### config.mk
export PLATFORM = sky130hd
export DESIGN_NAME = clpp_wunit
export DESIGN_NICKNAME = d
export VERILOG_FILES = /design/src/rtl/clpp_wunit.sv
export SDC_FILE = /design/constraint.sdc
export NUM_CORES = 1
export LEC_CHECK = 0
export BUFFER_PORTS_ARGS = -buffer_cell sky130_fd_sc_hd__buf_2
export CAP_MARGIN = 20
export CORE_MARGIN = 4
export CORE_UTILIZATION = 60
export CTS_CLUSTER_DIAMETER = 150
export CTS_CLUSTER_SIZE = 28
export DETAILED_ROUTE_END_ITERATION = 12
export PLACE_DENSITY = 0.81
export SLEW_MARGIN = 40
export SYNTH_ARGS = -nofsm -noshare
export SYNTH_HDL_FRONTEND = slang
export SYNTH_SLANG_ARGS = --single-unit
### constraint.sdc
create_clock -name clk -period 21.4 [get_ports clk]
set_input_delay 4.28 -clock clk [delete_from_list [all_inputs] [get_ports clk]]
set_output_delay 4.28 -clock clk [all_outputs]
set_load 0.03 [all_outputs]
### src/rtl/clpp_wunit.sv
// Iterative weight unit: integer square root, then radius/dist minus one by restoring division.
`default_nettype none

module clpp_wunit (
    input  wire logic        clk,
    input  wire logic        rst_n,
    input  wire logic        start,
    input  wire logic [45:0] d2,
    input  wire logic [22:0] radius,
    output logic             done,
    output logic      [39:0] weight
);

    localparam logic [1:0] W_IDLE = 2'd0;
    localparam logic [1:0] W_SQRT = 2'd1;
    localparam logic [1:0] W_DIV  = 2'd2;

    logic [1:0]  state_reg, state_next;
    logic [45:0] v_reg, v_next;
    logic [45:0] res_reg, res_next;
    logic [45:0] bit_reg, bit_next;
    logic [22:0] root_reg, root_next;
    logic [38:0] num_reg, num_next;
    logic [22:0] rem_reg, rem_next;
    logic [38:0] q_reg, q_next;
    logic [5:0]  cnt_reg, cnt_next;
    logic        done_reg, done_next;
    logic [39:0] weight_reg, weight_next;

    logic [45:0] trial_s;
    logic [45:0] res_step;
    logic [23:0] trial_d;
    logic        qbit;
    logic [38:0] q_step;

    assign done   = done_reg;
    assign weight = weight_reg;

    always_comb
    begin
        state_next  = state_reg;
        v_next      = v_reg;
        res_next    = res_reg;
        bit_next    = bit_reg;
        root_next   = root_reg;
        num_next    = num_reg;
        rem_next    = rem_reg;
        q_next      = q_reg;
        cnt_next    = cnt_reg;
        done_next   = 1'b0;
        weight_next = weight_reg;

        trial_s  = res_reg + bit_reg;
        res_step = (v_reg >= trial_s) ? ((res_reg >> 1) + bit_reg) : (res_reg >> 1);
        trial_d  = {rem_reg, num_reg[38]};
        qbit     = (trial_d >= {1'b0, root_reg});
        q_step   = {q_reg[37:0], qbit};

        case (state_reg)
            W_IDLE:
            begin
                if (start)
                begin
                    v_next     = d2;
                    res_next   = '0;
                    bit_next   = 46'd1 << 44;
                    state_next = W_SQRT;
                end
            end
            W_SQRT:
            begin
                if (v_reg >= trial_s)
                begin
                    v_next = v_reg - trial_s;
                end
                res_next = res_step;
                bit_next = bit_reg >> 2;
                if (bit_reg[0])
                begin
                    root_next = res_step[22:0];
                    if (res_step[22:0] == 23'd0)
                    begin
                        weight_next = 40'hFF_FFFF;
                        done_next   = 1'b1;
                        state_next  = W_IDLE;
                    end
                    else
                    begin
                        num_next   = {radius, 16'b0};
                        rem_next   = '0;
                        q_next     = '0;
                        cnt_next   = 6'd38;
                        state_next = W_DIV;
                    end
                end
            end
            W_DIV:
            begin
                rem_next = qbit ? 23'(trial_d - {1'b0, root_reg}) : trial_d[22:0];
                num_next = {num_reg[37:0], 1'b0};
                q_next   = q_step;
                cnt_next = cnt_reg - 6'd1;
                if (cnt_reg == 6'd0)
                begin
                    weight_next = {1'b0, q_step} - 40'd65536;
                    done_next   = 1'b1;
                    state_next  = W_IDLE;
                end
            end
            default:
            begin
                state_next = W_IDLE;
            end
        endcase
    end

    always_ff @(posedge clk or negedge rst_n)
    begin
        if (!rst_n)
        begin
            state_reg <= W_IDLE;
            done_reg  <= 1'b0;
        end
        else
        begin
            state_reg <= state_next;
            done_reg  <= done_next;
        end
    end

    always_ff @(posedge clk)
    begin
        v_reg      <= v_next;
        res_reg    <= res_next;
        bit_reg    <= bit_next;
        root_reg   <= root_next;
        num_reg    <= num_next;
        rem_reg    <= rem_next;
        q_reg      <= q_next;
        cnt_reg    <= cnt_next;
        weight_reg <= weight_next;
    end

endmodule

`default_nettype wire

---- Yosys cells after proc, flatten, opt, wreduce, memory -nomap -nowiden ----
Index checks and enable logic that the tools add are counted.
Widths: inputs -> output; s select.
operators by class
  add/subtract/negate cells ............... 6
  $mul .................................... 0
  div/mod/pow operators ................... 0
  order comparisons ....................... 2
  eq/ne operators ......................... 8
  shifts and indexed selects .............. 0
  muxes and demuxes ....................... 34
  bitwise operators ....................... 0
  reduce and logical (&&, ||, !) cells .... 11
operator list
  kind                    count
  $pmux 46 s2             3
  $mux 46                 5
  $mux 40                 3
  $pmux 40 s2             1
  $mux 39                 2
  $pmux 39 s2             1
  $mux 38                 2
  $pmux 38 s2             1
  $mux 23                 3
  $add 45x46->46          1
  $add 46x46->46          1
  $ge 46x46->1            1
  $pmux 23 s2             1
  $sub 46x46->46          1
  $sub 39x17->40 const B  1
  $ge 24x23->1            1
  $logic_not 23->1        1
  $sub 23x23->23          1
  $mux 6                  2
  $ne 2x2->1 const B      6
  $pmux 6 s2              1
  $reduce_and 3->1        3
  $mux 2                  4
  $logic_not 6->1         1
  other kinds (10)        14
storage, ports and cells
  flip-flop bits (word level) ............. 310
  bits in latches ......................... 0
  RAM bits ................................ 0
  ROM bits ................................ 0
  input bits .............................. 72
  output and inout port bits .............. 41
  word-level logic and storage cells ...... 72
  memories ................................ 0

---- Logic depth before layout (Yosys ltp) ----
  depth after elaboration ................. 7
  depth in mapped cells ................... 24
  depth with buffers taken out ............ 23

---- Worst setup path after synthesis ----
No wires, ideal clock.
  kind .................................... input -> register
  from .................................... in start
  to ...................................... reg v_reg[0] (enable)
  library setup time ...................... 0.520 ns
  arrival ................................. 10.287 ns
  required time ........................... 20.880 ns
  path slack .............................. 10.593 ns
  cell stages on the path ................. 3
  buffers on the path ..................... 0
  cell sequence ........................... nand2_1 -> o21ai_0 -> a21boi_0
on the way
  word-level cells in the longest chain between the ends .. 2
RTL lines
  what                               line  text
  from (decl)                        7     input wire logic start,
  $ne 2x2->1 (no source line)        n/a
  $reduce_and 3->1 (no source line)  n/a
  to (signal assigned)               133   v_reg <= v_next;
  to (decl)                          19    logic [45:0] v_reg, v_next;
No other way between the ends.
A chain may end at the register's enable or synchronous reset.

---- Worst setup path after layout ----
  from .................................... reg res_reg[2]
  to ...................................... reg num_reg[34] (enable)
on the way
  word-level cells in the longest chain between the ends .. 6
  elaborated cells on any way between the ends .. 7
  classes of those cells .................. add/sub (2); order compare (1); eq/ne (1); mux (1); reduce/logical (2)
RTL lines
  what                                   line  text
  from (decl)                            20    logic [45:0] res_reg, res_next;
  from (signal assigned)                 134   res_reg <= res_next;
  $add 46x46->46                         53    trial_s = res_reg + bit_reg;
  $ge 46x46->1                           54    res_step = (v_reg >= trial_s) ? ((res_reg >> 1) + bit_reg) : (res_reg >> 1);
  $mux 46 (*)                            54
  via res_step[17]                       31    logic [45:0] res_step;
  $logic_not 23->1 (*)                   81    if (res_step[22:0] == 23'd0)
  $ne 2x2->1 (no source line) (*)        n/a
  $reduce_and 3->1 (no source line) (*)  n/a
  to (signal assigned)                   137   num_reg <= num_next;
  to (decl)                              23    logic [38:0] num_reg, num_next;
The timed path passes the listed nets; every way through them passes the cells marked *.

==> flow_summary.ini <==
[run_status]
run_status = finished, final reports clean

[yosys]
synth_area_sq_um = 18100
synth_xor_area_frac = 0.0741
synthCells = 1738
synth_area_leaders = edfxtp_1, ha_1, xnor2_1
synth_top_family_by_area = simple AND/OR/NAND/NOR gates
yosysTopAreaCell = edfxtp_1
synth_edf_count = 268
synth_cell_types = 82
synth_fa_ha_area_frac = 0.0873
synth-compound-area-share = 0.155
syn_nets = 1935
yosysSeqAreaShare = 0.449
muxShareOfSynthArea = 0.0455
synth_top_area_frac = 0.445
ys_ff_latch = 271
async_flop_share = 0.0111
yosysWarningCount = 0
synth_simple_gate_area_frac = 0.163
synth_flop_cell = edfxtp_1
synth.avg_cell_area_sq_um = 10.4

[timing]
relSlewSlack = 0.484
setup_viol = 0
fin_skew_ns = 0.0273
worst_slew_pin_slew_ns = 0.754
clock.fmax_mhz = 141
hold_viol_final = 0
fin_crit_ns = 7.08
finalSetupTns_ns = 0
layout_setup_ws_ns = 14.32
rsz0062_at_grt = false
post-route-period-util = 0.331
slew_violations = 0

[die]
start_util = 0.608
rows = 63
dieHeight_um = 182
die_w_um = 182
die-area_sq_um = 33000
core_sq_um = 29700
ios = 113

[global_route]
grt_use_total = 0.226
grt_max_degree = 93
grt_pass1_wl_um = 62900
first_global_vias = 12700
overflow = 0
antenna_found_initial = 0

[clocking]
cts_resized = 0
cts_root_buffer = clkbuf_16
cts_sinks = 271
tritoncts = built
clkTransAtPathRegs_ns = 0.13
cts_buffer_depth = 3
h-tree-depth = 1
clock_latency_ns = 0.51
cts_buffers = 13
cts_hold_buf = 0
postCtsSetupBuffers = 0

[worst_setup_path]
worstPathRequired_ns = 21.59
arrival_ns = 7.27
r2r_start = res_reg[2]$_SDFFCE_PN0P_
critPathSlowestCell = a311oi_1
critPathLaunchType = register
critPathKind = reg2reg
crit_chain = ha_1 -> a31oi_1 -> o21bai_1 -> a31oi_1 -> o21ai_1 -> a31oi_1 -> a31oi_1 -> a41o_1 -> a31oi_1 -> xnor2_1 -> ha_1 -> nand4_1 -> nor2_1 -> a21oi_1 -> nor2b_1 -> a311oi_1 -> o31a_1 -> buf_4 -> nor2_1 -> xor2_1 -> nand4b_1 -> a22o_4 -> buf_12 -> buf_12
critPathMostFrequentCell = a31oi_1
worst_setup_path_startpoint = res_reg[2]$_SDFFCE_PN0P_
cp_slowest_stage_delay_ns = 0.56
cp_max_fo = 42
end_kind = register

[detailed_routing]
wl_per_cell_um = 17.6
drtIter0Drc = 1002
firstDrtPassIters = 5
vias = 13500
postRouteWirelength_um = 38800
postRouteAntennaNets = 0
route.detailed.drc = 0
vias_per_cell = 6.10

[job]
maxCapViolations = 0

[worst_hold_path]
min_from = q_reg[12]$_SDFFCE_PN0P_
min_path_type = reg2reg

[placed_design]
preCtsSetupSlack_ns = 14.47
place_hpwl_um = 28200
gp_congestion = 0.899
portBuffers = 112

[final_layout]
nets = 2011
drive_gt1_frac = 0.132
diodes = 0
area.growth.synth_to_final_pct = 7.43
worst paths after layout:
check	to	slack, ns	cells past startpoint
min reg2reg	weight[13]$_SDFFCE_PN1P_	0.54	1
max in group asynchronous	state_reg[0]$_DFFE_PN0P_	17.69	1
max reg2reg	num_reg[34]$_DFFE_PP_	14.32	24
min	weight[13]$_SDFFCE_PN1P_	0.54	1
min in group asynchronous	state_reg[1]$_DFFE_PN0P_	3.57	1
max	num_reg[34]$_DFFE_PP_	14.32	24
stage by stage:
| step | cells | utilization | instance area [sq um] | hold WS [ns] |
|---|---|---|---|---|
| final | 2210 | 0.654 | 19400 | 0.538 |
| after global routing | 2210 | 0.654 | 19400 | 0.563 |
| after CTS | 2210 | 0.653 | 19400 | 0.538 |
| after detailed placement | 2189 | 0.641 | 19100 | 0.513 |
| after global placement | 2187 | 0.640 | 19000 | 0.512 |
| after floorplan | 1738 | - | 18100 | 0.478 |
synthesized netlist by cell type, drive strengths merged, types with 17 or more instances:
cell type	number
and2	85
buf	21
clkbuf	42
nor2	159
inv	56
nand4	30
edfxtp	268
xnor2	86
mux2	57
nand3	20
a21oi	96
a21o	34
xor2	67
or3	17
nand2	138
nor3	31
a211oi	27
o21ai	85
nand2b	22
nor2b	28
mux2i	18
a31oi	42
ha	123
logic make-up after synthesis:
family	count (synthesis)
mux	75
simple gates	588
xor+xnor	153
flops	271
buf+inv	120
compound gates	406
fa+ha+maj	125
cell type report:
cell class	count	area, sq um
Fill cell	2278	10300
Multi-Input combinational cell	1347	9550
Tap cell	390	488
Inverter	57	214
Timing Repair Buffer	124	683
Clock buffer	19	348
Clock inverter	2	20.0
Sequential cell	271	8120
worst max-delay path: cells and delay by family (launching register included):
family	cells	cell delay, ns
compound gates	12	3.49
xor+xnor	2	0.40
fa+ha+maj	2	0.74
buf+inv	3	0.86
flops	1	0.49
simple gates	5	0.73
cell usage in the layout, fill, tap and decap left out, drive strengths merged, types with 15 or more instances in the layout:
cell type | Yosys | layout
xnor2 | 86 | 86
edfxtp | 268 | 268
ha | 123 | 123
a211oi | 27 | 27
a21oi | 96 | 96
nor3 | 31 | 31
inv | 56 | 58
nand4 | 30 | 30
mux2i | 18 | 18
clkbuf | 42 | 19
nor2 | 159 | 159
nor2b | 28 | 28
xor2 | 67 | 67
o21bai | 15 | 15
or3 | 17 | 17
nand3 | 20 | 20
nor4 | 15 | 15
a31oi | 42 | 42
and2 | 85 | 85
o21ai | 85 | 85
mux2 | 57 | 57
a21o | 34 | 34
buf | 21 | 124
nand2 | 138 | 138
nand2b | 22 | 22
routing by layer:
layer / global-route usage / vias up / part of all wire
met5: 0 / - / 0
met4: 0.0609 / 0 / 0.024
met3: 0.0236 / 42 / 0.057
met2: 0.366 / 419 / 0.46
met1: 0.328 / 6431 / 0.46
li1: - / 6599 / -
Power is not shown: default switching activity piles up to over one toggle a cycle in this logic, so the estimate is an artifact.
