==> config.mk <==
export PLATFORM = sky130hd
export DESIGN_NAME = clpp_ram
export DESIGN_NICKNAME = d
export VERILOG_FILES = /design/src/rtl/clpp_ram.sv
export SDC_FILE = /design/constraint.sdc
export NUM_CORES = 1
export LEC_CHECK = 0
export ABC_AREA = 1
export BUFFER_PORTS_ARGS = -buffer_cell sky130_fd_sc_hd__buf_2
export CAP_MARGIN = 15
export CELL_PAD_IN_SITES_DETAIL_PLACEMENT = 1
export CELL_PAD_IN_SITES_GLOBAL_PLACEMENT = 2
export CORE_ASPECT_RATIO = 1.5
export CORE_UTILIZATION = 41
export DETAILED_ROUTE_END_ITERATION = 12
export PLACE_DENSITY_LB_ADDON = 0.25
export SLEW_MARGIN = 10
export SYNTH_ARGS = -nofsm -noshare
export SYNTH_HDL_FRONTEND = slang
export SYNTH_SLANG_ARGS = --single-unit
==> constraint.sdc <==
create_clock -name clk -period 1.2 [get_ports clk]
set_input_delay 0.06 -clock clk [delete_from_list [all_inputs] [get_ports clk]]
set_output_delay 0.06 -clock clk [all_outputs]
set_load 0.02 [all_outputs]
==> src/rtl/clpp_ram.sv <==
// Generic single-write, single-read synchronous RAM with registered read data.
`default_nettype none

module clpp_ram #(
    parameter int WIDTH = 8,
    parameter int DEPTH = 16
) (
    input  wire logic                     clk,
    input  wire logic                     we,
    input  wire logic [$clog2(DEPTH)-1:0] waddr,
    input  wire logic [WIDTH-1:0]         wdata,
    input  wire logic                     re,
    input  wire logic [$clog2(DEPTH)-1:0] raddr,
    output logic      [WIDTH-1:0]         rdata
);

    logic [WIDTH-1:0] mem [DEPTH];
    logic [WIDTH-1:0] rdata_reg;

    always_ff @(posedge clk)
    begin
        if (we)
        begin
            mem[waddr] <= wdata;
        end
        if (re)
        begin
            rdata_reg <= mem[raddr];
        end
    end

    assign rdata = rdata_reg;

endmodule

`default_nettype wire

After elaboration in Yosys (flattened, before gate mapping). Memories as Yosys holds them, arrays and structs flattened. A register that Yosys moved wholly into a read port is not among the register bits. Cells that the tools add are included. W data, S select, Z words.

Bits in registers: 0. Bits in latches: 0. Bits in writable memories: 128. ROM bits: 0. Bits of input ports: 19. Logic and storage cells: 3. Memories kept: 1.

Memory list: mem (words 16, bits a word 8, rd ports 1, clocked after Yosys merged registers in 1, wr ports 1, RTL line 17) `logic [WIDTH-1:0] mem [DEPTH];`.

$add $sub $neg: 0. Multiply operators: 0. Div/mod/pow operators: 0. $lt $le $gt $ge: 0. Equal/unequal tests: 0. Shift operators: 0. Mux-type cells: 2. Bitwise logic cells: 0. Reductions and logical operators: 0.

Operator list (number): $mux W1 (2).

Longest topological paths before layout. Gate-level depths: netlist (run 1).

Word-level depth: 2. Mapped depth: 8.

Worst setup path before layout (run 1). OpenSTA, ideal clock, no wires.

Kind: input to register. From: in waddr[2]. To: mem mem[10][0], enable pin. Library setup time: 0.370 ns. Data arrival time: 0.641 ns. Data required time: 0.830 ns. Path slack: 0.189 ns. Stages on the path: 2. Buffers on the path: 0. Cells stage by stage: nand3b_1 nor2_1.

RTL lines: start, declared (RTL line 10) `input wire logic [$clog2(DEPTH)-1:0] waddr,`; end, declared (RTL line 17).

No word-level cell before the write port.

==> results of run 1 <==
-- metrics by stage --
step / power (mW) / instances
2_1_floorplan: 5.88 / 551
3_3_place_gp: 6.22 / 782
3_5_place_dp: 6.25 / 782
4_1_cts: 12.2 / 814
5_1_grt: 12.4 / 814
6_report: 12.1 / 814
-- area by class of cell --
type	count	share of cell area
inverters	102	0.0539
repair buffers	63	0.0680
clock inverters	15	0.0351
multi-input cells	289	0.174
flip-flops and latches	136	0.575
well taps	192	0.0338
clock buffers	17	0.0599
-- metal layers --
layer / routed length (um) / track usage / vias to the layer above
li1: - / - / 1899
met1: 6500 / 0.281 / 1987
met2: 8420 / 0.419 / 75
met3: 418 / 0.0442 / 20
met4: 433 / 0.0868 / 0
met5: 0 / 0 / -
-- critical path, stage by stage (launching register included) --
cell and delay, ns:
edfxtp_1 0.38, inv_1 0.07, nand2_1 0.05, nand3_1 0.08
nand3_1 0.13, nand3_2 0.14, nand2_1 0.07
-- cell families (layout without fill, tap and decap cells) --
logic type / Yosys count / after routing / synth area share
DFF: 136 / 136 / 0.698
buffers and inverters: 126 / 197 / 0.0939
and+or+nand+nor: 289 / 289 / 0.208
-- synthesized netlist by cell type, drive strengths merged --
cell | number | share of area
buf | 24 | 0.028
edfxtp | 136 | 0.70
inv | 102 | 0.065
nand2 | 173 | 0.11
nand3 | 97 | 0.083
nand3b | 2 | 0.0026
nor2 | 17 | 0.011
-- cell usage in the layout (no fill, tap or decap) --
cell,netlist,final
buf_4,4,31
inv_1,100,100
buf_12,0,6
nor2_1,17,17
clkinv_4,0,4
clkinv_2,0,1
bufinv_16,0,6
clkinv_1,0,1
inv_2,2,2
nand3_1,97,93
buf_2,13,26
inv_6,0,2
nand3b_1,2,2
edfxtp_1,136,136
nand3_2,0,4
nand2_1,173,173
clkbuf_16,0,17
clkinvlp_4,0,1
-- how the worst min path moves through the flow --
stage	startpoint	to	slack, ns	cells after the start
final	re	rdata[3]	0.02	1
after global routing	re	rdata[5]	0.01	1
after CTS	re	rdata[5]	0.009	1
after detailed placement	re	rdata[6]	0.44	1
after global placement	re	rdata[6]	0.44	1
after floorplan	wdata[0]	mem[0][0]	0.16	0
-- power by group --
group	total (mW)	leakage [nW]	internal [mW]	switching [mW]
clock	5.96	0.325	3.91	2.04
combinational	0.768	1.52	0.241	0.527
sequential	5.38	1.24	5.35	0.0297
==> summary.txt, run 1 <==
DP HPWL: 10.3 mm
Sequential cell area: 4080 um^2
R2R Setup Slk: 0.03 ns
CP endpoint: rdata[4]
Clock period minus worst slack: 1.17 ns
Max cap viols: 0
Worst setup margin: 0.0311 ns
Hold-fix buffer count after cts: 0
GRT Total Usage: 0.235
Core box area: 14000 um^2
Post-route ant nets: 0
Crit path from: mem[1][4]
Post-CTS Setup Bufs: 0
Slew of the pin with the lowest slew margin: 0.406 ns
Ports: 27
Clock root cell: clkbuf_16
CTS tree: yes
Hold slack final: 0.0221 ns
Syn_nets: 570
Fmax achieved: 855 MHz
Pwr dens: 1710 nW/um^2
Initial Utilization: 0.418
Worst IR Drop VDD: 0.956 mV
Worst hold-check path type: in2reg
Data required, critical path: 1.36 ns
Netlist Area Pre-Place: 5850 um^2
Clock transition at path regs: 0.06 ns
Final period util: 0.974
Maximum clock path buffer count: 2
Util after Layout: 0.507
Max reg flops: 128
Drt total wl: 15.8 mm
Largest net degree at the start of global routing: 49
Vias in the first global route: 4387
Post-place setup slack: -0.137 ns
DP Area: 6400 um^2
DR pass1 iterations: 4
Clock sinks: 136
# setup viols final: 0
Worst setup EP type: register
Multi-input logic area: 1230 um^2
Worst Skew: 0.0105 ns
Vias/cell: 4.89
Fin area: 7100 um^2
Register area share after synthesis: 0.698
Clk_lat worst skew: 0.42 ns
Vias: 3981
Hold Vio Cnt, Final: 0
#FFs+latches synth: 136
Status: finished, final reports clean
Antenna violations before repair: 0
Fill cells: 1522
Setup CP Type: reg2reg
Unique cell type count in the Yosys netlist: 11
Synthesized area per cell: 10.6 um^2
Die X: 99.5 um
Final #Nets: 628
Yosys warnings: 0
Die area: 14800 um^2
CTS buffer count: 17
Mapped Cells: 551
Resize count post-CTS: 0
Worst-path maximum fanout: 1
Rel. slew slack: 0.729
GP Congestion: 0.778
I/O Buffers: 26
Routed WL per cell: 19.4 um
N_diodes: 0
DRC: 0
Reg2reg start: mem[1][4]
Setup TNS Final: 0 ns
RSZ-0062 raised after global routing: true
First-pass GRT wire length: 24.7 mm
Share of layout cells above drive strength 1: 0.161
Static Leakage: 3.08 nW
Reg2reg path depth: 6
Startpoint Class: register
Die Ht: 148 um
P&R area growth vs syn: 21.4%
DR iter-0 viols: 199
Final Max Tran Viols: 0
Worst r2r dst: rdata[4]
Grt total ovfl: 0
Rows: 53
H-tree Lvls: 4
Worst EP arrival: 1.33 ns
No activity file was read; power rests on OpenSTA's default activity.
==> run 2, diff against run 1 <==
--- a/config.mk
+++ b/config.mk
@@ -16,2 +16,3 @@
 export PLACE_DENSITY_LB_ADDON = 0.25
+export RECOVER_POWER = 25
 export SLEW_MARGIN = 10
--- a/constraint.sdc
+++ b/constraint.sdc
@@ -3,2 +3,2 @@
 set_output_delay 0.06 -clock clk [all_outputs]
-set_load 0.02 [all_outputs]
+set_load 0.005 [all_outputs]
==> run 2 against run 1 <==
Compared with the run above:
- design area fell by 0.12%
- hold slack improved by 0.084 ns
- sequential share of layout area up 0.071 points
- utilization down 0.063 points
- via count did not move
- combinational power down 3.9%
- power decreased by 0.23%
- critical path depth unchanged
- clock power hardly changed
- maximum frequency about the same
- final cell count stayed put
==> summary.txt, run 2 (synthesis gave the netlist of run 1 again) <==
Status: finished, final reports clean
Largest net degree at the start of global routing: 49
CTS tree: yes
CP max stage cell: edfxtp_1
Share of layout cells above drive strength 1: 0.150
GP Congestion: 0.778
I/O Buffers: 26
Die area: 14800 um^2
Util after Layout: 0.507
Most common cell after layout, fill and taps aside: nand2_1
GRT Total Usage: 0.235
Worst Hold Depth: 1
Rel. slew slack: 0.415
Clock sinks: 136
Commonest cells after routing, fill and taps aside: nand2_1 (173), edfxtp_1 (136), inv_1 (100)
Pwr dens: 1700 nW/um^2
Post-place setup slack: -0.137 ns
DR iter-0 viols: 206
CP cell instances: inv_1, nand2_1, nand3_1, nand3_1, nand3_2, nand2_1
Reg2reg path depth: 6
RSZ-0062 raised after global routing: true
Worst-path maximum fanout: 1
Clock transition at path regs: 0.06 ns
Maximum clock path buffer count: 2
Vias in the first global route: 4387
Grt total ovfl: 0
Max reg flops: 128
Worst setup EP type: register
Routed WL per cell: 19.4 um
Worst IR Drop VDD: 0.956 mV
Fmax achieved: 855 MHz
Rows: 53
Critical Path Max Stage Delay: 0.38 ns
Final #Nets: 628
Static Leakage: 3.06 nW
Clk_lat worst skew: 0.42 ns
First-pass GRT wire length: 24.7 mm
H-tree Lvls: 4
Vias/cell: 4.89
DP HPWL: 10.3 mm
Post-route ant nets: 0
Clock root cell: clkbuf_16
Startpoint Class: register
DP Area: 6400 um^2
Ports: 27
DRC: 0
CP top delay family: simple AND/OR/NAND/NOR gates
Die Ht: 148 um
Final Max Tran Viols: 0
Hold Vio Cnt, Final: 0
Setup CP Type: reg2reg
Total power: 12.1 mW
Worst EP arrival: 1.33 ns
Worst hold-check path type: in2reg
# setup viols final: 0
Worst r2r dst: rdata[4]
Die X: 99.5 um
R2R Setup Slk: 0.03 ns
N_diodes: 0
Reg2reg start: mem[1][4]
Fin area: 7090 um^2
Setup TNS Final: 0 ns
Bufs and invs on worst path: 1
CTS buffer count: 17
Core box area: 14000 um^2
Hold Crit Endpoint: mem[3][4]
Clock period minus worst slack: 1.17 ns
Max cap viols: 0
Initial Utilization: 0.418
Antenna violations before repair: 0
Vias: 3981
P&R area growth vs syn: 21.2%
Worst setup margin: 0.0310 ns
Drt total wl: 15.8 mm
Slew of the pin with the lowest slew margin: 0.877 ns
Data required, critical path: 1.36 ns
Worst Skew: 0.0105 ns
Worst Min Path Start: wdata[4]
Final period util: 0.974
DR pass1 iterations: 4
run 2: changes by cell type in the layout (fill, tap and decap cells not counted):
| cell | delta |
|---|---|
| buf_2 | -7 |
| clkbuf_1 | +7 |
run 2: power breakdown:
| group | switching, mW | leakage, nW | total (mW) | internal, mW |
|---|---|---|---|---|
| clock | 2.04 | 0.325 | 5.96 | 3.91 |
| combinational | 0.502 | 1.50 | 0.738 | 0.236 |
| sequential | 0.0297 | 1.24 | 5.38 | 5.35 |
run 2: layer usage:
metal  wire length (um)  global-route usage  up-vias
met4                365              0.0868        0
met3                426              0.0442       18
met2               8500               0.419       73
met5                  0                   0        -
met1               6490               0.281     1993
li1                   -                   -     1897
run 2: stage by stage:
stage	hold slack (ns)	instances
after global routing	0.103	814
final	0.106	814
after detailed placement	0.441	782
after CTS	0.00901	814
after floorplan	0.159	551
after global placement	0.441	782
run 2: worst max-delay path by stage:
stage          startpoint         end  slack, ns  cells past startpoint
2_1_floorplan    waddr[2]  mem[10][0]       0.19                      2
3_3_place_gp     raddr[0]    rdata[5]      -0.12                      8
3_5_place_dp     raddr[0]    rdata[4]      -0.14                      8
4_1_cts         mem[1][4]    rdata[4]       0.02                      6
5_1_grt         mem[5][0]    rdata[0]      -0.02                      6
6_report        mem[1][4]    rdata[4]       0.03                      6
run 2: cell type report:
| class | instances | area (um^2) |
|---|---|---|
| fill | 1522 | 6900 |
| sequential | 136 | 4080 |
| multi-input combinational | 289 | 1230 |
| timing repair buffer | 63 | 474 |
| clock buffer | 17 | 425 |
| inverter | 102 | 383 |
| clock inverter | 15 | 249 |
| tap | 192 | 240 |
run 2: what timing repair did:
| action | 4_1_cts | 5_1_grt |
|---|---|---|
| gates resized for setup | 0 | 4 |
| setup buffers | 0 | 0 |
| setup endpoints to repair | 0 | 7 |
| hold buffers | 0 | 0 |
==> run 3, diff against run 2 <==
- PLACE_DENSITY: unset -> 0.87
- PLACE_DENSITY_LB_ADDON: 0.25 -> unset
==> run 3 against run 2 <==
Compared with the run above:
- sequential power about the same
- sequential cell count stayed put
- maximum frequency rose by 5.8%
- wire length fell by 6.4%
- global-route usage is 1.7 points lower
- utilization is 0.54 points lower
- register-to-register slack improved by 0.06 ns
- clock-buffer cell count increased by 2
- sequential share of layout area increased by 0.62 points
==> summary.txt, run 3 (synthesis gave the netlist of run 1 again) <==
# setup viols final: 0
Clock period minus worst slack: 1.11 ns
I/O Buffers: 26
CTS tree: yes
DP Area: 6370 um^2
DR iter-0 viols: 163
Startpoint Class: register
Worst-path maximum fanout: 1
N_diodes: 0
DRC: 0
Most used cell, CP: nand3_1
Setup CP Type: reg2reg
Clock sinks: 136
Util after Layout: 0.501
CP endpoint: rdata[1]
Largest net degree at the start of global routing: 53
Worst hold-check path type: in2reg
First-pass GRT wire length: 23.3 mm
Worst IR Drop VDD: 1.03 mV
CP cell instances: inv_1, nand2_1, nand3_1, nand3_1, nand3_1, nand2_1
Worst r2r dst: rdata[1]
Share of layout cells above drive strength 1: 0.146
Switch share: 0.214
Final #Nets: 624
Final Max Tran Viols: 0
Max cap viols: 0
Static Leakage: 3.01 nW
Most common cell after layout, fill and taps aside: nand2_1
Core box area: 14000 um^2
Drt total wl: 14.8 mm
Worst setup EP type: register
Clock root cell: clkbuf_16
Worst setup margin: 0.0947 ns
DP HPWL: 10.2 mm
Rel. slew slack: 0.480
Bufs and invs on worst path: 1
H-tree Lvls: 4
Data required, critical path: 1.36 ns
Routed WL per cell: 18.2 um
Vias/cell: 4.84
Crit path from: mem[15][1]
Reg2reg path depth: 6
RSZ-0062 raised after global routing: false
CP top delay family: simple AND/OR/NAND/NOR gates
Dpl cells: 778
Ports: 27
Vias in the first global route: 4240
Pwr dens: 1650 nW/um^2
Critical Path Max Stage Delay: 0.37 ns
Post-place setup slack: -0.0404 ns
Combinational group share of total power: 0.061
Resize count post-CTS: 0
CTS buffer count: 17
Clk_lat worst skew: 0.41 ns
Hold-fix buffer count after cts: 0
Post-CTS Setup Bufs: 0
Reg2reg start: mem[15][1]
CP max stage cell: edfxtp_1
Worst EP arrival: 1.27 ns
Switching power: 2.48 mW
Grt total ovfl: 0
Rows: 53
Hold Vio Cnt, Final: 0
DR pass1 iterations: 5
Commonest cells after routing, fill and taps aside: nand2_1 (173), edfxtp_1 (136), inv_1 (100)
Vias: 3923
Crit. path cell count: 6
P&R area growth vs syn: 20.0%
Status: finished, final reports clean
Seq pwr share: 0.466
Max reg flops: 128
Non-Filler Instances: 810
Antenna violations before repair: 0
Initial Utilization: 0.418
Die Ht: 148 um
Die area: 14800 um^2
Int Pwr: 9.08 mW
Total power: 11.6 mW
Setup TNS Final: 0 ns
Worst Min Path Start: re
Clock share of power: 0.474
Clock transition at path regs: 0.06 ns
Die X: 99.5 um
GP Congestion: 0.759
Maximum clock path buffer count: 2
R2R Setup Slk: 0.09 ns
Fmax achieved: 905 MHz
Worst Skew: 0.00808 ns
Hold slack final: 0.0366 ns
Fin area: 7010 um^2
Post-route ant nets: 0
Slew of the pin with the lowest slew margin: 0.780 ns
GRT Total Usage: 0.218
Final period util: 0.921
## run 3: cell types whose count changed in the layout (fill, tap and decap cells not counted), sizes merged
cell and delta:
inv +1, bufinv -2, clkinv -4, clkinvlp +3, buf -2
## run 3: power by group through the flow
stage,Clock [mW],Sequential (mW),Combinational (mW)
after detailed placement,0,5.48,0.701
after global routing,5.71,5.39,0.778
after CTS,5.55,5.39,0.711
after global placement,0,5.48,0.672
final,5.48,5.39,0.702
after floorplan,0,5.48,0.375
## run 3: final cells by class
cell class | instances | area, um^2
Timing Repair Buffer | 59 | 447
Fill cell | 1511 | 6980
Sequential cell | 136 | 4080
Tap cell | 192 | 240
Inverter | 102 | 383
Clock inverter | 13 | 194
Clock buffer | 19 | 433
Multi-Input combinational cell | 289 | 1230
## run 3: worst min-delay path by stage
| stage | end | slack [ns] | cells past startpoint |
|---|---|---|---|
| after floorplan | mem[0][0] | 0.16 | 0 |
| after global placement | rdata[0] | 0.45 | 1 |
| after detailed placement | rdata[0] | 0.45 | 1 |
| after CTS | rdata[0] | 0.02 | 1 |
| after global routing | rdata[4] | 0.01 | 1 |
| final | rdata[0] | 0.04 | 1 |
## run 3: per-layer routing
| metal | part of all wire | GRT usage | routed length [um] |
|---|---|---|---|
| met1 | 0.38 | 0.235 | 5610 |
| met2 | 0.56 | 0.409 | 8350 |
| met3 | 0.029 | 0.0409 | 428 |
| met4 | 0.026 | 0.0949 | 389 |
| met5 | 0 | 0 | 0 |
