[config.mk]
export PLATFORM = sky130hd
export DESIGN_NAME = clpp_cfg
export DESIGN_NICKNAME = d
export VERILOG_FILES = /design/src/rtl/clpp_pkg.sv /design/src/rtl/clpp_cfg.sv
export SDC_FILE = /design/constraint.sdc
export NUM_CORES = 1
export LEC_CHECK = 0
export BUFFER_PORTS_ARGS = -buffer_cell sky130_fd_sc_hd__clkbuf_2
export CORE_UTILIZATION = 56
export DETAILED_ROUTE_END_ITERATION = 8
export PLACE_DENSITY = 0.86
export SKIP_CTS_REPAIR_TIMING = 1
export SLEW_MARGIN = 15
export SYNTH_ARGS = -nofsm -noshare
export SYNTH_HDL_FRONTEND = slang
export SYNTH_SLANG_ARGS = --single-unit
[constraint.sdc]
create_clock -name clk -period 2.31 [get_ports clk]
set_input_delay 0.1155 -clock clk [delete_from_list [all_inputs] [get_ports clk]]
set_output_delay 0.1155 -clock clk [all_outputs]
set_load 0.005 [all_outputs]
[src/rtl/clpp_pkg.sv]
// Shared types, codes and defaults for the cell-list particle pressure engine.
`default_nettype none

package clpp_pkg;

    localparam int DEF_MAX_PARTICLES = 4096;
    localparam int DEF_GRID_X        = 32;
    localparam int DEF_GRID_Y        = 32;
    localparam int DEF_GRID_Z        = 32;

    localparam int APB_AW = 5;

    localparam logic [1:0] OP_CLEAR  = 2'd0;
    localparam logic [1:0] OP_INSERT = 2'd1;
    localparam logic [1:0] OP_QUERY  = 2'd2;

    localparam logic [1:0] KIND_GHOST = 2'd0;
    localparam logic [1:0] KIND_FLUID = 2'd1;
    localparam logic [1:0] KIND_WALL  = 2'd2;

    localparam logic [2:0] REG_ORIGIN_X     = 3'd0;
    localparam logic [2:0] REG_ORIGIN_Y     = 3'd1;
    localparam logic [2:0] REG_ORIGIN_Z     = 3'd2;
    localparam logic [2:0] REG_CELL_SCALE   = 3'd3;
    localparam logic [2:0] REG_RADIUS       = 3'd4;
    localparam logic [2:0] REG_REST_DENSITY = 3'd5;
    localparam logic [2:0] REG_GAIN_FLUID   = 3'd6;
    localparam logic [2:0] REG_GAIN_WALL    = 3'd7;

    typedef struct packed {
        logic [1:0]         opcode;
        logic [11:0]        particle_index;
        logic signed [23:0] pos_x;
        logic signed [23:0] pos_y;
        logic signed [23:0] pos_z;
        logic [1:0]         kind;
    } in_t;

    typedef struct packed {
        logic [11:0] result_index;
        logic [23:0] density;
        logic [31:0] pressure;
        logic        out_of_grid;
    } out_t;

    typedef struct packed {
        logic signed [23:0] origin_x;
        logic signed [23:0] origin_y;
        logic signed [23:0] origin_z;
        logic [23:0]        cell_scale;
        logic [22:0]        radius;
        logic [23:0]        rest_density;
        logic [31:0]        gain_fluid;
        logic [31:0]        gain_wall;
    } cfg_t;

    function automatic logic is_real(input logic [1:0] k);
        return (k == KIND_FLUID) || (k == KIND_WALL);
    endfunction

endpackage

`default_nettype wire

[src/rtl/clpp_cfg.sv]
// APB-style configuration register file.
`default_nettype none

module clpp_cfg (
    input  wire logic                        clk,
    input  wire logic                        rst_n,
    input  wire logic                        psel,
    input  wire logic                        penable,
    input  wire logic                        pwrite,
    input  wire logic [clpp_pkg::APB_AW-1:0] paddr,
    input  wire logic [31:0]                 pwdata,
    output logic      [31:0]                 prdata,
    output logic                             pready,
    output clpp_pkg::cfg_t                   cfg
);

    clpp_pkg::cfg_t cfg_reg;
    logic [2:0]     sel;

    assign sel    = paddr[4:2];
    assign pready = 1'b1;
    assign cfg    = cfg_reg;

    always_ff @(posedge clk or negedge rst_n)
    begin
        if (!rst_n)
        begin
            cfg_reg <= '{origin_x:     24'sd0,
                         origin_y:     24'sd0,
                         origin_z:     24'sd0,
                         cell_scale:   24'd65536,
                         radius:       23'd0,
                         rest_density: 24'd0,
                         gain_fluid:   32'd0,
                         gain_wall:    32'd0};
        end
        else if (psel && penable && pwrite)
        begin
            case (sel)
                clpp_pkg::REG_ORIGIN_X:     cfg_reg.origin_x     <= pwdata[23:0];
                clpp_pkg::REG_ORIGIN_Y:     cfg_reg.origin_y     <= pwdata[23:0];
                clpp_pkg::REG_ORIGIN_Z:     cfg_reg.origin_z     <= pwdata[23:0];
                clpp_pkg::REG_CELL_SCALE:   cfg_reg.cell_scale   <= pwdata[23:0];
                clpp_pkg::REG_RADIUS:       cfg_reg.radius       <= pwdata[22:0];
                clpp_pkg::REG_REST_DENSITY: cfg_reg.rest_density <= pwdata[23:0];
                clpp_pkg::REG_GAIN_FLUID:   cfg_reg.gain_fluid   <= pwdata;
                clpp_pkg::REG_GAIN_WALL:    cfg_reg.gain_wall    <= pwdata;
                default:                    cfg_reg              <= cfg_reg;
            endcase
        end
    end

    always_comb
    begin
        case (sel)
            clpp_pkg::REG_ORIGIN_X:     prdata = {8'b0, cfg_reg.origin_x};
            clpp_pkg::REG_ORIGIN_Y:     prdata = {8'b0, cfg_reg.origin_y};
            clpp_pkg::REG_ORIGIN_Z:     prdata = {8'b0, cfg_reg.origin_z};
            clpp_pkg::REG_CELL_SCALE:   prdata = {8'b0, cfg_reg.cell_scale};
            clpp_pkg::REG_RADIUS:       prdata = {9'b0, cfg_reg.radius};
            clpp_pkg::REG_REST_DENSITY: prdata = {8'b0, cfg_reg.rest_density};
            clpp_pkg::REG_GAIN_FLUID:   prdata = cfg_reg.gain_fluid;
            clpp_pkg::REG_GAIN_WALL:    prdata = cfg_reg.gain_wall;
            default:                    prdata = '0;
        endcase
    end

endmodule

`default_nettype wire

# Yosys cells after proc, flatten, opt, wreduce, memory -nomap -nowiden
# Index checks and enable logic that the tools add are counted.
# totals
reg_bits	207
latchBits	0
ram_bits	0
mem_bits_ro	0
input_bits	42
out_inout_bits	240
word_cells	27
memories	0
# op_classes
n_addsub	0
n_mul	0
n_div	0
magnitude_cmp	0
eq_ne	7
shift	0
muxes	1
bitwise	0
reduce_logical	11
# ops
cell	count
case mux 32 bit (8 select lines)	1
AND reduction 2 bit	8
== test 3 bit (second input constant)	4
== test 3 x 2 -> 1 bit (second input constant)	2
== test 3 x 1 -> 1 bit (second input constant)	1
zero test 3 bit	1
logical AND 1 bit	2

# Logic depth before layout (Yosys ltp)
# Gate-level depths: netlist of run 1.
# depth
word_depth	3
mapped_depth	6
mapped_depth_nobuf	3

# Least setup slack after synthesis of run 1
# OpenSTA, ideal clock, no wires.
# synth_path
path_type	input -> register
startpoint	in paddr[2] (netlist bit)
endpoint	reg cfg_reg (netlist bit cfg[163])
t_arrival_ns	1.267
required_time_ns	2.185
setup_slack_ns	0.918
cell_stages	6
n_path_buf	3
cell_sequence	buf_2 -> nand2b_1 -> buf_2 -> nor2_2 -> buf_2 -> mux2_2
# synth_via
elab_chain_cells	2
# synth_rtl
item	line_no	source
from (decl)	clpp_cfg.sv:10	input wire logic [clpp_pkg::APB_AW-1:0] paddr,
== test 3 x 1 -> 1 bit	clpp_cfg.sv:39	case (sel)
AND reduction 2 bit (no line)	--	
to (signal assigned)	clpp_cfg.sv:28	cfg_reg <= '{origin_x: 24'sd0,
to (signal assigned)	clpp_cfg.sv:48	default: cfg_reg <= cfg_reg;
to (decl)	clpp_cfg.sv:17	clpp_pkg::cfg_t cfg_reg;
# Every way passes these cells.
# A chain may end at the register's enable or synchronous reset.

# Worst setup path in the final report of run 1
# layout_path
startpoint	in paddr[2] (netlist bit)
endpoint	out prdata[10]
# layout_via
elab_chain_cells	2
word_cells_on_any_way	9
cone_classes	eq/ne: 7; mux: 1; reduce/logical: 1
# layout_rtl
item	line_no	source
== test 3 bit (tied with other cells)	clpp_cfg.sv:55	case (sel)
case mux 32 bit (8 select lines) *	clpp_cfg.sv:55	
to (decl)	clpp_cfg.sv:12	output logic [31:0] prdata,
# Every way passes the cells marked *; elsewhere a longest branch is shown, timed or not.

==> run metrics, run 1 <==
EDFF count, synth=0; initial antenna violation count=0; post-synthesis instance total=672; Antenna Violating Nets Remaining=0; via count of the routed design=7244; Crit. path cell count=6; crit path max-delay cell type=or3_1; Core Box Area=0.0161 mm2; final WL=28000 um; clock skew=0 ps; cell total after placement=1153; #FFs+latches synth=207; CP arrival=1830 ps; Max Clk Rate=0.515 GHz; status=complete, no violations; Mapped Area=0.00940 mm2; launch point of the worst path=paddr[2]; sequential area share after synthesis=55.1%; Hold Crit Class=in2reg; worst-case vdd ir drop=0.735 mV; filler cell count=1060; Slew @ Worst Pin=624 ps; WP data required=2190 ps; Die Ht=132 um; initial core utilization=58.3%; crit path cell chain=buf_2, or3_1, buf_4, nor2_1, a31oi_1, clkbuf_2; Final GP Congestion=0.834; initial drt markers=356; Setup crit end=prdata[10]; capturing point of the worst reg2reg path=cfg[192]; post-synthesis async set-or-reset flop share=100%; Reg clk slew, reported paths=60 ps; Largest register FFs=207; number of port buffers=278; CP max FO=22; CP delay by family, top=buffers and inverters; Slew headroom=58.4%; post-layout net count=1036; CP endpoint kind=output pin; clk sinks=207; clock tree buffer depth=3; GRT Resource Usage Total=31.9%; largest cells by area after synthesis=dfrtp_1, mux2_2, mux2i_1, mux2_1, o22a_1; Yosys top cell by area=dfrtp_1; period utilization=84.1%; count leader, synth=dfrtp_1; Most used DFF post-synth=dfrtp_1; GR Overflow Total=0; Final Hold Vio Count=0; H-tree depth=1; Num CTS Buffers=23; fin. max-slew vios=0; first-pass GRT wire length=43000 um; TritonCTS clock tree=yes; number of global-route vias before repair=7550; setup TNS=0 ps; PwrDens=905 mW/mm2; Max Cap Viol=0; post-DR vias/cell=5.91; # diodes=0; synth unique cells=35; RSZ-0062 raised after global routing=no; DIE WIDTH=132 um; area grow syn2layout=31.3%; Register-to-Register Path Depth=1; worst skew pair latency=490 ps; Non-Filler Instances=1225; Syn Nets=714; DRC=0; root buffer cell=clkbuf_16; CP Launch Type=primary input; mean routed wirelength per cell=22.8 um; HPWL after DPL=18300 um; # IOs=282; full die area=0.0173 mm2; final setup fails=0; top-area cell type share of the netlist area=54.9%; Lkg Pwr=6.22 nW; Final min period=1940 ps; Yosys warning count=0; CP max stage delay=490 ps; R2R setup slack=1470 ps; Crit Path Category=in2out; share of cells above drive strength 1=54.4%; row count=46; Pre-antenna DRT Iters=5; largest net degree at the start of global routing=71; commonest cells in the netlist=dfrtp_1, mux2_2, mux2i_1, buf_2; worst path bufs/invs=3; syn avg cell area=14.0 um2; FF-to-FF Start=cfg[192]
==> cell families after synthesis <==
logic type | count (synthesis) | synth area share [%]
AOI/OAI and AO/OA | 75 | 6.18
buffers and inverters | 65 | 3.26
DFF | 207 | 55.1
muxes | 283 | 32.9
other | 1 | 0.0399
and+or+nand+nor | 41 | 2.46
==> where the power goes <==
part | switching [mW] | total [mW] | internal, mW
combinational | 1.10 | 2.44 | 1.34
clock | 1.44 | 3.77 | 2.33
sequential | 0.610 | 4.95 | 4.34
total | 3.15 | 11.2 | 8.01
==> cells in the final DEF, fill, tap and decap left out, types with 2 or more instances in the layout <==
cell type	count
clkbuf_2	275
dfrtp_1	206
mux2_2	187
mux2i_1	75
dlygate4sd3_1	32
buf_4	29
clkbuf_16	23
o22ai_1	22
o22a_1	22
mux2_1	21
inv_1	17
a221oi_1	16
nor2_1	13
clkbuf_8	10
buf_12	7
nand2b_1	6
nor3b_1	6
a211oi_1	6
nor2_4	6
clkinv_2	3
a21oi_1	2
or3_1	2
a31oi_1	2
nand4b_1	2
clkbuf_1	2
bufinv_16	2
==> routing by layer <==
layer,share of wire (%),track usage [%]
met5,0,0
met4,4.2,13.8
met2,50,54.3
met1,39,39.4
met3,6.1,6.33
==> worst min path at each step <==
| stage | from | end | cells after the start |
|---|---|---|---|
| final | pwdata[4] | cfg[139] | 2 |
| after global routing | pwdata[4] | cfg[36] | 2 |
| after CTS | rst_n | cfg[73] | 1 |
| after detailed placement | rst_n | cfg[171] | 1 |
| after global placement | rst_n | cfg[123] | 1 |
| after floorplan | rst_n | cfg[0] | 0 |
==> through the flow <==
step           instance area, um2  worst slack (ps)  utilization (%)  hold WS, ps  power [mW]
4_1_cts                     12000               403             74.6         -361        11.1
2_1_floorplan                9400               918                -         -180        6.00
3_5_place_dp                11200               383             69.7          165        7.36
6_report                    12300               368             76.6         2.51        11.2
3_3_place_gp                11200               424             69.7          156        7.22
5_1_grt                     12300               197             76.6         9.06        11.6
==> area by class of cell <==
class,instances,area (um2),area share [%]
clock buffer,34,707,5.73
clock inverter,6,83.8,0.680
inverter,17,63.8,0.517
multi-input combinational,400,3960,32.1
sequential,207,5180,42.0
tap,216,270,2.19
timing repair buffer,345,2070,16.8
(Power assumes the default switching activity.)
==> run 2: changes to the inputs <==
- CORE_UTILIZATION: 56 -> 52
- PLACE_DENSITY: 0.86 -> 0.8
- clock period: 2.31 -> 2.02 ns (I/O delays scaled with it)
==> run 2 against run 1 <==
Against the previous run: die area up 7.6%; largest power group unchanged; register-to-register slack worse by 300 ps; cell count up 0.98%; critical endpoint is now prdata[2]; via count down 2.9%; critical path type unchanged; highest routed layer unchanged; worst hold slack better by 160 ps; global-route usage down 3.5 points.
==> run metrics, run 2 (synthesized netlist as in run 1, its figures left out) <==
final setup fails=0; # IOs=282; capturing point of the worst reg2reg path=cfg[205]; number of global-route vias before repair=6952; area grow syn2layout=30.7%; launch point of the worst path=paddr[3]; R2R setup slack=1170 ps; crit path cell chain=buf_4, buf_4, nand2_1, buf_4, o22ai_1, o22a_1, clkbuf_2; GRT Resource Usage Total=28.4%; mean routed wirelength per cell=21.6 um; Pre-antenna DRT Iters=4; DIE WIDTH=136 um; root buffer cell=clkbuf_16; Final Hold Vio Count=0; Lkg Pwr=6.18 nW; clock tree buffer depth=3; initial drt markers=381; status=complete, no violations; DRC=0; GR Overflow Total=0; fin. max-slew vios=0; FF-to-FF Start=cfg[205]; first-pass GRT wire length=40000 um; initial core utilization=53.8%; worst-case vdd ir drop=0.785 mV; WP data required=1920 ps; Power Total=12.3 mW; Max Clk Rate=0.581 GHz; fin area=0.0123 mm2; worst path bufs/invs=4; worst skew pair latency=490 ps; HPWL after DPL=18100 um; Slew @ Worst Pin=581 ps; Crit. path cell count=7; Slew headroom=61.2%; Most common cell on crit path=buf_4; CP endpoint kind=output pin; Reg clk slew, reported paths=60 ps; Area after DPL=0.0113 mm2; period utilization=85.2%; filler cell count=1253; CP max FO=25; final WL=26800 um; crit path max-delay cell type=buf_4; CP delay by family, top=buffers and inverters; number of port buffers=278; Antenna Violating Nets Remaining=0; clk sinks=207; Die Ht=136 um; Final min period=1720 ps; Largest register FFs=207; most frequent cells in the layout=clkbuf_2, dfrtp_1, mux2_2, mux2i_1, buf_4; full die area=0.0186 mm2; TritonCTS clock tree=yes; Final GP Congestion=0.795; # diodes=0; Hold Crit Class=in2async; Register-to-Register Path Depth=1; Num CTS Buffers=22; post-layout net count=1040; largest net degree at the start of global routing=66; post-DR vias/cell=5.69; CP max stage delay=340 ps; via count of the routed design=7034; setup TNS=0 ps; Core Box Area=0.0175 mm2; Crit Path Category=in2out; H-tree depth=1; share of cells above drive strength 1=53.9%; CP Launch Type=primary input; Max Cap Viol=0; CP arrival=1620 ps; row count=48; RSZ-0062 raised after global routing=no; PwrDens=998 mW/mm2; clock skew=0 ps; commonest non-fill, non-tap cell in the layout=clkbuf_2; Setup crit end=prdata[2]; initial antenna violation count=0
run 2: cell type report:
cell class | instances | area (um2) | share of cell area (%)
well taps | 225 | 282 | 2.29
clock buffers | 38 | 692 | 5.64
multi-input cells | 400 | 3960 | 32.2
repair buffers | 350 | 2100 | 17.1
inverters | 17 | 63.8 | 0.520
flip-flops and latches | 207 | 5180 | 42.2
run 2: worst min path at each step:
stage | to | slack [ps] | cells after the start
after floorplan | cfg[0] | -190 | 0
after global placement | cfg[58] | 140 | 1
after detailed placement | cfg[58] | 150 | 1
after CTS | cfg[58] | -370 | 1
after global routing | cfg[58] | 220 | 2
final | cfg[58] | 170 | 2
run 2: through the flow:
stage          setup WS (ps)  hold WS [ps]  instances  util [%]
5_1_grt                  212           218       1237      70.3
3_5_place_dp             256           154       1166      64.4
3_3_place_gp             292           144       1166      64.4
2_1_floorplan            643          -195        672         -
4_1_cts                  293          -372       1204      68.4
6_report                 298           166       1237      70.3
run 2: power by group:
part / total [mW] / leakage (nW) / switching (mW) / internal [mW]
clock network: 3.86 / 0.337 / 1.56 / 2.30
registers: 5.64 / 2.64 / 0.674 / 4.97
logic: 2.75 / 3.20 / 1.21 / 1.54
total: 12.3 / 6.18 / 3.45 / 8.81
run 2: routing by layer:
| layer | track usage [%] | up-vias | share of wire, % |
|---|---|---|---|
| li1 | - | 3134 | - |
| met1 | 38.1 | 3550 | 42 |
| met2 | 46.6 | 291 | 49 |
| met3 | 5.11 | 59 | 6.4 |
| met4 | 9.44 | 0 | 3.1 |
| met5 | 0 | - | 0 |
==> run 3: changes to the inputs <==
- GPL_TIMING_DRIVEN: default -> 0
- RECOVER_POWER: default -> 100
==> run 3 against run 2 <==
Against the previous run: worst hold slack improved by 34 ps; register-to-register slack improved by 20 ps; highest routed layer unchanged; largest power group unchanged; utilization decreased by 1.8 points; global-route usage rose by 3.2 points; die area unchanged.
==> run metrics, run 3 (synthesized netlist as in run 1, its figures left out) <==
routing usage on met3=5.00%; met2 global-route usage=50.5%; Final GP Congestion=0.795; period utilization=98.4%; Final Hold Vio Count=0; status=complete, no violations; M1 GR Usage=43.9%; FF-to-FF Start=cfg[205]; via count of the routed design=7350; Slew @ Worst Pin=1060 ps; CP endpoint kind=output pin; post-layout net count=1051; clock skew=0 ps; Hold Startpoint=paddr[4]; final setup fails=0; clk sinks=207; CP max FO=10; RSZ-0062 raised after global routing=no; Antenna Violating Nets Remaining=0; Largest register FFs=207; R2R setup slack=1190 ps; Final Util=68.5%; CP arrival=1890 ps; final WL=30300 um; initial drt markers=506; TritonCTS clock tree=yes; Max Cap Viol=0; worst skew pair latency=510 ps; filler cell count=1373; Lkg Pwr=5.69 nW; Die Ht=136 um; Non-Filler Instances=1249; WP data required=1920 ps; number of global-route vias before repair=7002; # IOs=282; row count=48; area grow syn2layout=27.4%; Slew headroom=29.4%; CP Launch Type=primary input; DRC=0; Register-to-Register Path Depth=1; capturing point of the worst reg2reg path=cfg[205]; DIE WIDTH=136 um; initial core utilization=53.8%; Hold Crit Class=in2reg; full die area=0.0186 mm2; GR Overflow Total=0; Final min period=1990 ps; largest net degree at the start of global routing=75; HPWL after DPL=20200 um; clock tree buffer depth=3; GRT Resource Usage Total=31.7%; mean routed wirelength per cell=24.3 um; post-DR vias/cell=5.88; share of cells above drive strength 1=38.2%; Crit Path Category=in2out; Num CTS Buffers=23; most frequent cells in the layout=dfrtp_1, mux2_2, clkbuf_1, clkbuf_2, mux2i_1; worst-case vdd ir drop=0.778 mV; gr busiest metal=met2; root buffer cell=clkbuf_16; number of port buffers=277; fin. max-slew vios=0; hold path endpoint=cfg[63]; Pre-antenna DRT Iters=5; initial antenna violation count=0; Area after DPL=0.0111 mm2; Reg clk slew, reported paths=60 ps; Core Box Area=0.0175 mm2; commonest non-fill, non-tap cell in the layout=dfrtp_1; Hold Path Stages=4; fin area=0.0120 mm2; cell total after placement=1176; Max Clk Rate=0.503 GHz; PwrDens=1030 mW/mm2; # diodes=0; first-pass GRT wire length=43300 um; H-tree depth=1
[run 3: changes by cell type in the layout (fill, tap and decap cells not counted), moves of 2 or more]
cell      previous run  this run
buf_16               0         2
buf_4               34         1
clkbuf_2           275       151
nor2_4               6         0
buf_12               6         0
clkinv_2             0         6
clkbuf_1             9       164
buf_2                1        11
clkbuf_8             7         4
nor2_1              13        19
[run 3: layout make-up]
class	instances	area, um2	area share (%)
tap	225	282	2.35
clock inverter	9	80.1	0.669
sequential	207	5180	43.3
multi-input combinational	400	3900	32.6
inverter	17	63.8	0.533
timing repair buffer	312	1590	13.3
clock buffer	31	646	5.40
buffer	48	221	1.85
[run 3: worst max path at each step]
stage          startpoint        end  depth (start not counted)  slack [ps]
5_1_grt          paddr[3]  prdata[5]                          8         0.5
6_report         paddr[4]  prdata[5]                          7          30
2_1_floorplan    paddr[2]   cfg[163]                          6         640
3_3_place_gp        rst_n   cfg[147]                          1       -3140
4_1_cts          paddr[3]  prdata[5]                          8        -380
3_5_place_dp     paddr[3]  prdata[5]                          8        -320
[run 3: critical path, cell delays in order]
cell and delay (ps):
clkbuf_2 120, buf_2 200, nand2_2 280, clkbuf_1 600, o22ai_1 210, o22a_1 250, clkbuf_2 120
[run 3: power by group]
part / total, mW / leakage (nW) / switching [mW] / internal [mW]
Combinational: 2.65 / 2.68 / 1.27 / 1.39
Sequential: 5.65 / 2.64 / 0.681 / 4.96
Clock: 4.07 / 0.365 / 1.70 / 2.37
[run 3: through the flow]
stage / setup slack (ps) / setup TNS [ps] / hold slack, ps / power [mW]
finish: 31.4 / 0 / 199 / 12.4
global route: 0.484 / 0 / 226 / 12.9
CTS: -379 / -3920 / -374 / 12.5
detailed placement: -321 / -4550 / 161 / 8.42
global placement: -3140 / -649010 / 349 / 8.30
floorplan: 643 / 0 / -195 / 6.86
[run 3: layer usage]
layer | up-vias | share of wire (%)
li1 | 3175 | -
met1 | 3771 | 43
met2 | 319 | 47
met3 | 85 | 6.0
met4 | 0 | 3.9
met5 | - | 0
